==> config.mk <==
export PLATFORM = sky130hd
export DESIGN_NAME = sorted_timer_queue
export DESIGN_NICKNAME = d
export VERILOG_FILES = /design/src/design/stq_pkg.sv /design/src/design/stq_datapath.sv /design/src/design/stq_ctrl.sv /design/src/design/sorted_timer_queue.sv
export SDC_FILE = /design/constraint.sdc
export NUM_CORES = 2
export LEC_CHECK = 0
export BUFFER_PORTS_ARGS = -buffer_cell sky130_fd_sc_hd__buf_2
export CORE_MARGIN = 3
export CORE_UTILIZATION = 28
export CTS_CLUSTER_SIZE = 25
export DETAILED_ROUTE_END_ITERATION = 10
export RECOVER_POWER = 25
export SLEW_MARGIN = 20
export SYNTH_ARGS = -nofsm -noshare
export SYNTH_HDL_FRONTEND = slang
export SYNTH_SLANG_ARGS = --single-unit
==> constraint.sdc <==
create_clock -name clk -period 11.68 [get_ports clk]
set_input_delay 2.336 -clock clk [delete_from_list [all_inputs] [get_ports clk]]
set_output_delay 2.336 -clock clk [all_outputs]
set_load 0.02 [all_outputs]
==> src/design/stq_pkg.sv <==
// shared types, sizes and codes for the sorted timer queue
`timescale 1ns / 1ps
package stq_pkg;

  localparam int DEPTH       = 16;
  localparam int HANDLE_BITS = 16;
  localparam int MAX_RESULTS = 16;

  localparam int OCC_W = $clog2(DEPTH + 1);
  localparam int IDX_W = (DEPTH > 1) ? $clog2(DEPTH) : 1;
  localparam int HDL_W = (HANDLE_BITS < 16) ? HANDLE_BITS : 16;
  localparam int CNT_W = $clog2(MAX_RESULTS + 1);

  localparam logic [31:0] TIME_MAX = 32'hFFFF_FFFF;

  localparam logic [1:0] CMD_ADD    = 2'd0;
  localparam logic [1:0] CMD_DELETE = 2'd1;
  localparam logic [1:0] CMD_TICK   = 2'd2;

  typedef enum logic [2:0] {
    ST_ADDED     = 3'd0,
    ST_FULL      = 3'd1,
    ST_DELETED   = 3'd2,
    ST_NOT_FOUND = 3'd3,
    ST_EXPIRED   = 3'd4
  } status_t;

  typedef struct packed {
    logic [1:0]  cmd;
    logic [23:0] duration;
    logic [15:0] handle;
    logic [15:0] target_id;
  } request_t;

  typedef struct packed {
    logic [2:0]  status;
    logic [15:0] timer_number;
    logic [15:0] action_tag;
    logic        last;
  } result_t;

  // controller to datapath
  typedef struct packed {
    logic    load;
    logic    idx_inc;
    logic    insert;
    logic    remove;
    logic    bump;
    logic    emit;
    status_t emit_status;
  } dp_cmd_t;

  // datapath to controller
  typedef struct packed {
    logic [1:0]       cmd;
    logic             full;
    logic             empty;
    logic             scan_end;
    logic             add_go;
    logic             id_hit;
    logic             expire_now;
    logic             expire_last;
    logic [OCC_W-1:0] count;
  } dp_stat_t;

endpackage

==> src/design/stq_datapath.sv <==
// timer entries, time and id counters, scan index and result register
`timescale 1ns / 1ps
module stq_datapath (
  input  logic              clk,
  input  logic              rst,
  input  stq_pkg::request_t request,
  input  stq_pkg::dp_cmd_t  cmd,
  output stq_pkg::dp_stat_t stat,
  output stq_pkg::result_t  result,
  output logic              result_valid
);

  logic [31:0]                exp_q [stq_pkg::DEPTH];
  logic [15:0]                id_q  [stq_pkg::DEPTH];
  logic [stq_pkg::HDL_W-1:0]  hdl_q [stq_pkg::DEPTH];

  logic [stq_pkg::OCC_W-1:0]  occ;
  logic [31:0]                now;
  logic [15:0]                next_id;
  logic [stq_pkg::OCC_W-1:0]  idx;
  logic [stq_pkg::CNT_W-1:0]  cnt;
  stq_pkg::request_t          req_q;
  logic [31:0]                new_exp;
  logic [32:0]                exp_sum;
  logic [stq_pkg::IDX_W-1:0]  rd_idx;
  logic [31:0]                exp_second;
  logic [stq_pkg::CNT_W:0]    cnt_plus;
  stq_pkg::result_t           result_next;

  assign exp_sum  = {1'b0, now} + 33'(request.duration);
  assign rd_idx   = (idx == occ) ? '0 : idx[stq_pkg::IDX_W-1:0];
  assign cnt_plus = {1'b0, cnt} + 1'b1;

  generate
    if (stq_pkg::DEPTH > 1) begin : g_second
      assign exp_second = exp_q[1];
    end else begin : g_no_second
      assign exp_second = '0;
    end
  endgenerate

  always_comb begin
    stat.cmd        = req_q.cmd;
    stat.full       = (occ == stq_pkg::OCC_W'(stq_pkg::DEPTH));
    stat.empty      = (occ == '0);
    stat.scan_end   = (idx == occ);
    stat.add_go     = (exp_q[rd_idx] <= new_exp);
    stat.id_hit     = (id_q[rd_idx] == req_q.target_id);
    stat.expire_now = (cnt < stq_pkg::CNT_W'(stq_pkg::MAX_RESULTS)) && (occ != '0) &&
                      (exp_q[0] < now);
    // high when the next head would not go out in this same tick
    stat.expire_last = !((cnt_plus < (stq_pkg::CNT_W + 1)'(stq_pkg::MAX_RESULTS)) &&
                         (occ > stq_pkg::OCC_W'(1)) && (exp_second < now));
    stat.count      = occ;
  end

  always_comb begin
    result_next.status       = cmd.emit_status;
    result_next.timer_number = '0;
    result_next.action_tag   = '0;
    result_next.last         = 1'b1;
    unique case (cmd.emit_status)
      stq_pkg::ST_ADDED:     result_next.timer_number = next_id;
      stq_pkg::ST_FULL:      result_next.timer_number = '0;
      stq_pkg::ST_DELETED:   result_next.timer_number = req_q.target_id;
      stq_pkg::ST_NOT_FOUND: result_next.timer_number = req_q.target_id;
      stq_pkg::ST_EXPIRED: begin
        result_next.timer_number = id_q[0];
        result_next.action_tag   = 16'(hdl_q[0]);
        result_next.last         = stat.expire_last;
      end
      default: result_next.timer_number = '0;
    endcase
  end

  // per-entry shift network: insert opens a slot at idx, remove closes it
  genvar gi;
  generate
    for (gi = 0; gi < stq_pkg::DEPTH; gi++) begin : g_entry
      always_ff @(posedge clk) begin
        if (cmd.insert) begin
          if (idx[stq_pkg::IDX_W-1:0] == stq_pkg::IDX_W'(gi)) begin
            exp_q[gi] <= new_exp;
            id_q[gi]  <= next_id;
            hdl_q[gi] <= req_q.handle[stq_pkg::HDL_W-1:0];
          end else if (idx[stq_pkg::IDX_W-1:0] < stq_pkg::IDX_W'(gi)) begin
            if (gi > 0) begin
              exp_q[gi] <= exp_q[(gi > 0) ? gi - 1 : 0];
              id_q[gi]  <= id_q[(gi > 0) ? gi - 1 : 0];
              hdl_q[gi] <= hdl_q[(gi > 0) ? gi - 1 : 0];
            end
          end
        end else if (cmd.remove) begin
          if (gi < stq_pkg::DEPTH - 1 && idx[stq_pkg::IDX_W-1:0] <= stq_pkg::IDX_W'(gi)) begin
            exp_q[gi] <= exp_q[(gi < stq_pkg::DEPTH - 1) ? gi + 1 : gi];
            id_q[gi]  <= id_q[(gi < stq_pkg::DEPTH - 1) ? gi + 1 : gi];
            hdl_q[gi] <= hdl_q[(gi < stq_pkg::DEPTH - 1) ? gi + 1 : gi];
          end
        end
      end
    end
  endgenerate

  always_ff @(posedge clk) begin
    if (cmd.load) begin
      req_q   <= request;
      new_exp <= exp_sum[32] ? stq_pkg::TIME_MAX : exp_sum[31:0];
    end
    if (cmd.emit) begin
      result <= result_next;
    end
  end

  always_ff @(posedge clk) begin
    if (rst) begin
      occ          <= '0;
      now          <= '0;
      next_id      <= '0;
      idx          <= '0;
      cnt          <= '0;
      result_valid <= 1'b0;
    end else begin
      result_valid <= cmd.emit;
      if (cmd.load) begin
        idx <= '0;
        cnt <= '0;
      end else if (cmd.idx_inc) begin
        idx <= idx + 1'b1;
      end
      if (cmd.emit) begin
        cnt <= cnt + 1'b1;
      end
      if (cmd.bump && now != stq_pkg::TIME_MAX) begin
        now <= now + 1'b1;
      end
      if (cmd.insert) begin
        occ     <= occ + 1'b1;
        next_id <= next_id + 1'b1;
      end else if (cmd.remove) begin
        occ <= occ - 1'b1;
        // queue empties: time and ids restart
        if (occ == stq_pkg::OCC_W'(1)) begin
          now     <= '0;
          next_id <= '0;
        end
      end
    end
  end

endmodule

==> src/design/stq_ctrl.sv <==
// command sequencer for the sorted timer queue
`timescale 1ns / 1ps
module stq_ctrl (
  input  logic              clk,
  input  logic              rst,
  input  logic              start,
  input  stq_pkg::dp_stat_t stat,
  output stq_pkg::dp_cmd_t  cmd,
  output logic              busy
);

  typedef enum logic [4:0] {
    S_IDLE     = 5'b00001,
    S_DISPATCH = 5'b00010,
    S_ADD_SCAN = 5'b00100,
    S_DEL_SCAN = 5'b01000,
    S_TICK     = 5'b10000
  } state_t;

  state_t state, state_next;

  assign busy = (state != S_IDLE);

  always_comb begin
    state_next      = state;
    cmd             = '0;
    cmd.emit_status = stq_pkg::ST_ADDED;
    unique case (state)
      S_IDLE: begin
        if (start) begin
          cmd.load   = 1'b1;
          state_next = S_DISPATCH;
        end
      end
      S_DISPATCH: begin
        unique case (stat.cmd)
          stq_pkg::CMD_ADD: begin
            if (stat.full) begin
              cmd.emit        = 1'b1;
              cmd.emit_status = stq_pkg::ST_FULL;
              state_next      = S_IDLE;
            end else begin
              state_next = S_ADD_SCAN;
            end
          end
          stq_pkg::CMD_DELETE: state_next = S_DEL_SCAN;
          stq_pkg::CMD_TICK: begin
            if (stat.empty) begin
              state_next = S_IDLE;
            end else begin
              cmd.bump   = 1'b1;
              state_next = S_TICK;
            end
          end
          default: state_next = S_IDLE;
        endcase
      end
      S_ADD_SCAN: begin
        if (!stat.scan_end && stat.add_go) begin
          cmd.idx_inc = 1'b1;
        end else begin
          cmd.insert      = 1'b1;
          cmd.emit        = 1'b1;
          cmd.emit_status = stq_pkg::ST_ADDED;
          state_next      = S_IDLE;
        end
      end
      S_DEL_SCAN: begin
        priority if (stat.scan_end) begin
          cmd.emit        = 1'b1;
          cmd.emit_status = stq_pkg::ST_NOT_FOUND;
          state_next      = S_IDLE;
        end else if (stat.id_hit) begin
          cmd.remove      = 1'b1;
          cmd.emit        = 1'b1;
          cmd.emit_status = stq_pkg::ST_DELETED;
          state_next      = S_IDLE;
        end else begin
          cmd.idx_inc = 1'b1;
        end
      end
      S_TICK: begin
        // idx stays at zero, so remove pops the head
        if (stat.expire_now) begin
          cmd.remove      = 1'b1;
          cmd.emit        = 1'b1;
          cmd.emit_status = stq_pkg::ST_EXPIRED;
          if (stat.expire_last) begin
            state_next = S_IDLE;
          end
        end else begin
          state_next = S_IDLE;
        end
      end
      default: state_next = S_IDLE;
    endcase
  end

  always_ff @(posedge clk) begin
    if (rst) begin
      state <= S_IDLE;
    end else begin
      state <= state_next;
    end
  end

endmodule

==> src/design/sorted_timer_queue.sv <==
// top level of the sorted timer queue: controller plus datapath
//
// channel   ports                        transaction
// request   start, busy, request         start && !busy at a rising edge
// result    result_valid, result         result_valid high for one cycle
//
// a command is accepted only while busy is low; the next cycle decodes it.
// add scans past the entries with expiry not later than the new one and inserts
// after them, or answers full without a scan when full. delete scans up to the match,
// or through the whole occupancy when absent. a tick on an empty queue gives no
// result; else it pops expired timers from the head in turn. each result shows for one
// cycle; the receiver cannot stall. synchronous reset empties the queue.
`timescale 1ns / 1ps
module sorted_timer_queue (
  input  logic              clk,
  input  logic              rst,
  input  logic              start,
  input  stq_pkg::request_t request,
  output logic              busy,
  output stq_pkg::result_t  result,
  output logic              result_valid
);

  stq_pkg::dp_cmd_t  dp_cmd;
  stq_pkg::dp_stat_t dp_stat;

  stq_ctrl u_ctrl (
    .clk   (clk),
    .rst   (rst),
    .start (start),
    .stat  (dp_stat),
    .cmd   (dp_cmd),
    .busy  (busy)
  );

  stq_datapath u_datapath (
    .clk          (clk),
    .rst          (rst),
    .request      (request),
    .cmd          (dp_cmd),
    .stat         (dp_stat),
    .result       (result),
    .result_valid (result_valid)
  );

`ifndef SYNTHESIS
  a_occ_bound: assert property (@(posedge clk) disable iff (rst)
    dp_stat.count <= stq_pkg::OCC_W'(stq_pkg::DEPTH))
    else $error("occupancy beyond depth");

  a_single_last: assert property (@(posedge clk) disable iff (rst)
    result_valid && result.status != 3'(stq_pkg::ST_EXPIRED) |-> result.last)
    else $error("add or delete transaction without last");

  a_no_early_result: assert property (@(posedge clk) disable iff (rst)
    start && !busy |=> !result_valid)
    else $error("result right after accept");

  a_busy_after_last: assert property (@(posedge clk) disable iff (rst)
    result_valid && !result.last |-> busy)
    else $error("idle while expiries still pending");
`endif

endmodule
== After elaboration in Yosys (flattened, before gate mapping) ==
Memories as Yosys holds them, arrays and structs flattened.
Index checks and enable logic that the tools add are counted.
Word-level totals
  memories kept: 3
  memory bits (writable): 1024
  bits in registers: 171
  output and inout bits: 38
  input port bits: 61
  logic and storage cells: 510
Operators by class
  $add $sub $neg: 8
  reduce and logical (&&, ||, !) cells: 20
  magnitude comparators: 36
  bitwise logic cells: 90
  muxes and demuxes: 303
  equal/unequal tests: 35
Memories
  u_datapath.exp_q: words 16, width 32, read ports 17, clocked after memory_dff 0, wr ports 16, RTL line stq_datapath.sv:13  | logic [31:0] exp_q [stq_pkg::DEPTH];
  u_datapath.hdl_q: words 16, width 16, read ports 16, clocked after memory_dff 0, wr ports 16, RTL line stq_datapath.sv:15  | logic [stq_pkg::HDL_W-1:0] hdl_q [stq_pkg::DEPTH];
  u_datapath.id_q: words 16, width 16, read ports 17, clocked after memory_dff 0, wr ports 16, RTL line stq_datapath.sv:14  | logic [15:0] id_q [stq_pkg::DEPTH];
Operator list (number)
  two-way mux 32 bit: 34
  two-way mux 16 bit: 63
  two-way mux 1 bit: 181
  bitwise OR 1 bit: 90
  < comparator 32 bit: 2
  two-way mux 5 bit: 11
  one-hot mux 16 bit (3 select lines): 1
  adder 32 x 24 -> 33 bit: 1
  adder 32 x 1 -> 32 bit (second input constant): 1
  == test 4 bit (second input constant): 8
  <= comparator 32 bit: 1
  < comparator 4 bit (second input constant): 8
  != test 32 bit (second input constant): 1
  <= comparator 4 bit (second input constant): 7
  two-way mux 4 bit: 7
  one-hot mux 5 bit (5 select lines): 1
  adder 16 x 1 -> 16 bit (second input constant): 1
  == test 16 bit: 1
  == test 4 x 3 -> 1 bit (second input constant): 4
  <= comparator 4 x 3 -> 1 bit (second input constant): 4
  < comparator 4 x 3 -> 1 bit (second input constant): 4
  one-hot mux 4 bit (4 select lines): 1
  adder 5 x 1 -> 5 bit (second input constant): 3
  one-hot mux 5 bit (3 select lines): 1
  other kinds (38): 56

== Depth between registers and ports, before layout ==
An unclocked memory read counts as a cell.
  word-level depth: 11
  gate-level depth with buffers: 30
  mapped depth without buffers: 22

== Modules after synthesis ==
A second synthesis with hierarchy kept.
Unflattened totals
  cell total of the unflattened synthesis: 6419
  area total of the unflattened synthesis: 68064.0 µm²
Modules (own cells, without submodules)
  stq_datapath: times used 1, cells each 6367, area an instance 67652.4 µm²
  stq_ctrl: times used 1, cells each 52, area an instance 411.6 µm²

== Worst setup path before layout ==
OpenSTA, ideal clock, no wires.
  path type: reg2reg
  from: register u_datapath.idx[2] in the netlist's numbering
  to: memory u_datapath.exp_q[4][0], enable pin
  required time: 11.251 ns
  stages on the path, launching flop included: 28
  arrival time: 9.509 ns
  clock period less this slack: 9.938 ns
  slack: 1.742 ns
  buffers on the path: 8
  cells stage by stage: dfxtp_1 > buf_2 > xor2_1 > or4_1 > buf_2 > buf_6 > o21ai_2 > buf_2 > clkbuf_1 > clkbuf_1 > clkbuf_1 > a221oi_1 > nor3_1 > a31oi_1 > a21oi_1 > ha_1 > and4_1 > and3_1 > and3_1 > o221ai_1 > a31oi_1 > o21ai_0 > nor2_1 > nor2_1 > o21a_1 > clkbuf_1 > nor2_1 > and2_1
RTL lines
  start: declaration: RTL line stq_datapath.sv:20  | logic [stq_pkg::OCC_W-1:0] idx;
  start signal: assignment: RTL line stq_datapath.sv:128  | idx <= idx + 1'b1;
  end: declaration: RTL line stq_datapath.sv:13

==> results.toml <==
[floorplan]
die-area_um2 = 250600
ioPinCount = 99
die_y_um = 500.6
start_util_pct = 28.32
fp-row-count = 180
fp.dieW_um = 500.6
core_region_area_um2 = 241900

[placement]
numPortBuffers = 98
gp_congestion = 0.8838
hpwlAfterDp_mm = 150.1

[critical_path]
crit_fanout = 42
cpPeakStageDelay_ps = 1250
arrival_ps = 10720
worstReg2RegStart = "u_datapath.idx[3]$_SDFFE_PP0P_"
critPathBufInv = 2
crit_path_cell_trace = "xor2_1, nor4_1, nand2_1, nand2_1, nor4_1, or4_1, a2111oi_0, nand4b_1, o31ai_1, clkbuf_1, nand2_4, clkbuf_2, nor2_1, a21oi_1"
startpoint_type = "flip-flop"
cp_top_family = "simple AND/OR/NAND/NOR gates"
crit_required_ps = 12140
worstSetupPathType = "reg2reg"
startpoint = "u_datapath.idx[3]$_SDFFE_PP0P_"
crit_slowest_cell = "clkbuf_1"
end_kind = "flip-flop"

[global_routing]
antenna_found_initial = 8
grt.total_usage_pct = 18.92
grt.overflow.total = 0
grt_pass1_wl_mm = 360.3
grt_pass1_vias = 53000
grt_max_degree = 109

[synth]
synth_top_family_by_area = "multiplexers"
synth_top_area_share_pct = 49.37
synthesis.area_um2 = 68490
synth_cell_types = 83
synth_simple_gate_area_share_pct = 12.08
synth_edf_count = 1126
synth_ff_type = "edfxtp_1"
ys_ff_latch = 1195
synth.mux.area_fraction_pct = 15.10
synth_adder_area_share_pct = 2.368
synth_common_cells = "edfxtp_1, a21oi_1, nor2_1, mux2i_1, nand2_1"
post-synth-top-count-cell = "edfxtp_1"
synthArstFlopShare_pct = 0
syn_nets = 6780
synth.area.top_cells = "edfxtp_1, mux2i_1, a21oi_1"
yosysSeqAreaShare_pct = 51.39
syn_inst = 6590
synth_compound_area_share_pct = 14.14
yosys_warnings = 0
synth_top_cell_by_area = "edfxtp_1"
synth_xor_area_share_pct = 0.9847
avgSynthCellArea_um2 = 10.39

[clock_network]
cts_tree = "built"
htree_num_levels = 3
root_buffer = "clkbuf_16"
clkSinkCount = 1195
clk_pin_slew_worst_paths_ps = 60
postCtsResizedCells = 0
numCtsBuffers = 121
clock_tree.buffer_depth = 3
postCtsHoldBufs = 0
insertion_delay_ps = 780
cts_setup_buffers = 0

[sta]
slew_headroom_pct = -194.7
tns_ps = 0
slew_violations = 405
setup_viol = 0
max_freq_mhz = 97.41
whs_ps = 537.2
timing_hold_violations_final = 0
finalCriticalPeriod_ps = 10270
rsz0062_at_grt = "false"
skew_ps = 32.13
fin_crit_sh_pct = 87.89
worst_pin_slew_ps = 4420

[hold_path]
min_path_type = "reg2reg"
min-delay-start = "u_datapath.idx[4]$_SDFFE_PP0P_"

[route]
ant_nets = 0
vias_per_cell = 5.719
drt-wirelength-per-cell_um = 25.56
routed_wl_mm = 247.1
vias = 55300
drt_iter0_drc = 8078
firstDrtPassIters = 7
drc_errors = 0

[status]
status = "complete, but fails checks"
violations = "max-capacitance violations, max-slew violations"

[power]
p_leak_uw = 0.02655
ir_worst_vdd_v = 0.0001445
p_per_area_nw_per_um2 = 121.4

[final_layout]
area_delta_synth_final_pct = 11.19
num-fill-cells = 24660
nNetsFinal = 6567
drive_gt1_share_pct = 7.621

[flow_run]
cap_violations = 12
per-stage QoR:
step	total power [uW]	util (%)	instances	setup WS, ps	cell area [um^2]
final	9242	31.48	9669	1414	76150
after global routing	9498	31.48	9668	1059	76150
after global placement	5227	29.88	9439	2523	72280
after detailed placement	5242	29.89	9439	2398	72300
after floorplan	5109	-	6590	1742	68490
after CTS	9285	31.55	9667	2396	76320
worst min-delay path: cells and delay by family, from the launching register on:
kind,cells,cell delay (ps)
DFF,1,330
AOI/OAI and AO/OA,2,160
cell usage in the layout (no fill, tap or decap), types with 53 or more instances in the layout:
master     instances
dfxtp_1           67
a21oi_1          974
inv_1             90
edfxtp_1        1126
buf_4            116
a221o_1           70
xnor2_1           53
ha_1             128
mux2_1            60
o21ai_0          118
nor3_1           123
mux2i_1          889
nor2_1           936
nand3_1          179
a221oi_1         134
clkbuf_1          83
clkbuf_16        124
nand2_1          439
sequential cells by signal, indices dropped and copies added (netlist names), 16 cells and up:
signal,count
u_datapath.req_q,32
u_datapath.hdl_q,256
u_datapath.now,32
u_datapath.next_id,16
u_datapath.new_exp,32
u_datapath.id_q,256
u_datapath.result,36
u_datapath.exp_q,512
cell type report:
cell class	instances	area, um^2	share of cell area [%]
antenna	2	5.005	0.006572
clock buffer	161	3352	4.402
clock inverter	67	675.6	0.8873
inverter	94	356.6	0.4683
multi-input combinational	4726	30980	40.68
sequential	1195	35200	46.22
tap	3185	3985	5.233
timing repair buffer	239	1602	2.103
final timing paths:
kind / depth (start not counted) / slack (ps) / end
worst max register to register: 14 / 1410 / u_datapath.exp_q[5][20]$_DFFE_PP_
worst max-delay path: 14 / 1410 / u_datapath.exp_q[5][20]$_DFFE_PP_
worst min register to register: 2 / 540 / u_datapath.idx[4]$_SDFFE_PP0P_
worst min-delay path: 2 / 540 / u_datapath.idx[4]$_SDFFE_PP0P_
report_power, final:
group	internal (uW)	total [uW]	leakage, uW	switching [uW]
clock network	2280	4090	0.00199	1810
logic	168	374	0.0141	206
registers	4710	4780	0.0105	71.4
logic make-up after synthesis:
group,after synthesis
AOI/OAI and AO/OA,1594
xor gates and xnor gates,77
adders and majority gates,129
buffers and inverters,669
DFF,1195
muxes,1006
and+or+nand+nor,1920
routing by layer:
metal	track usage (%)	routed length (um)
met5	0	0
met4	6.416	8800
met3	4.810	30130
met2	28.13	105300
met1	26.59	102900
Power figures use the tool's default switching activity.
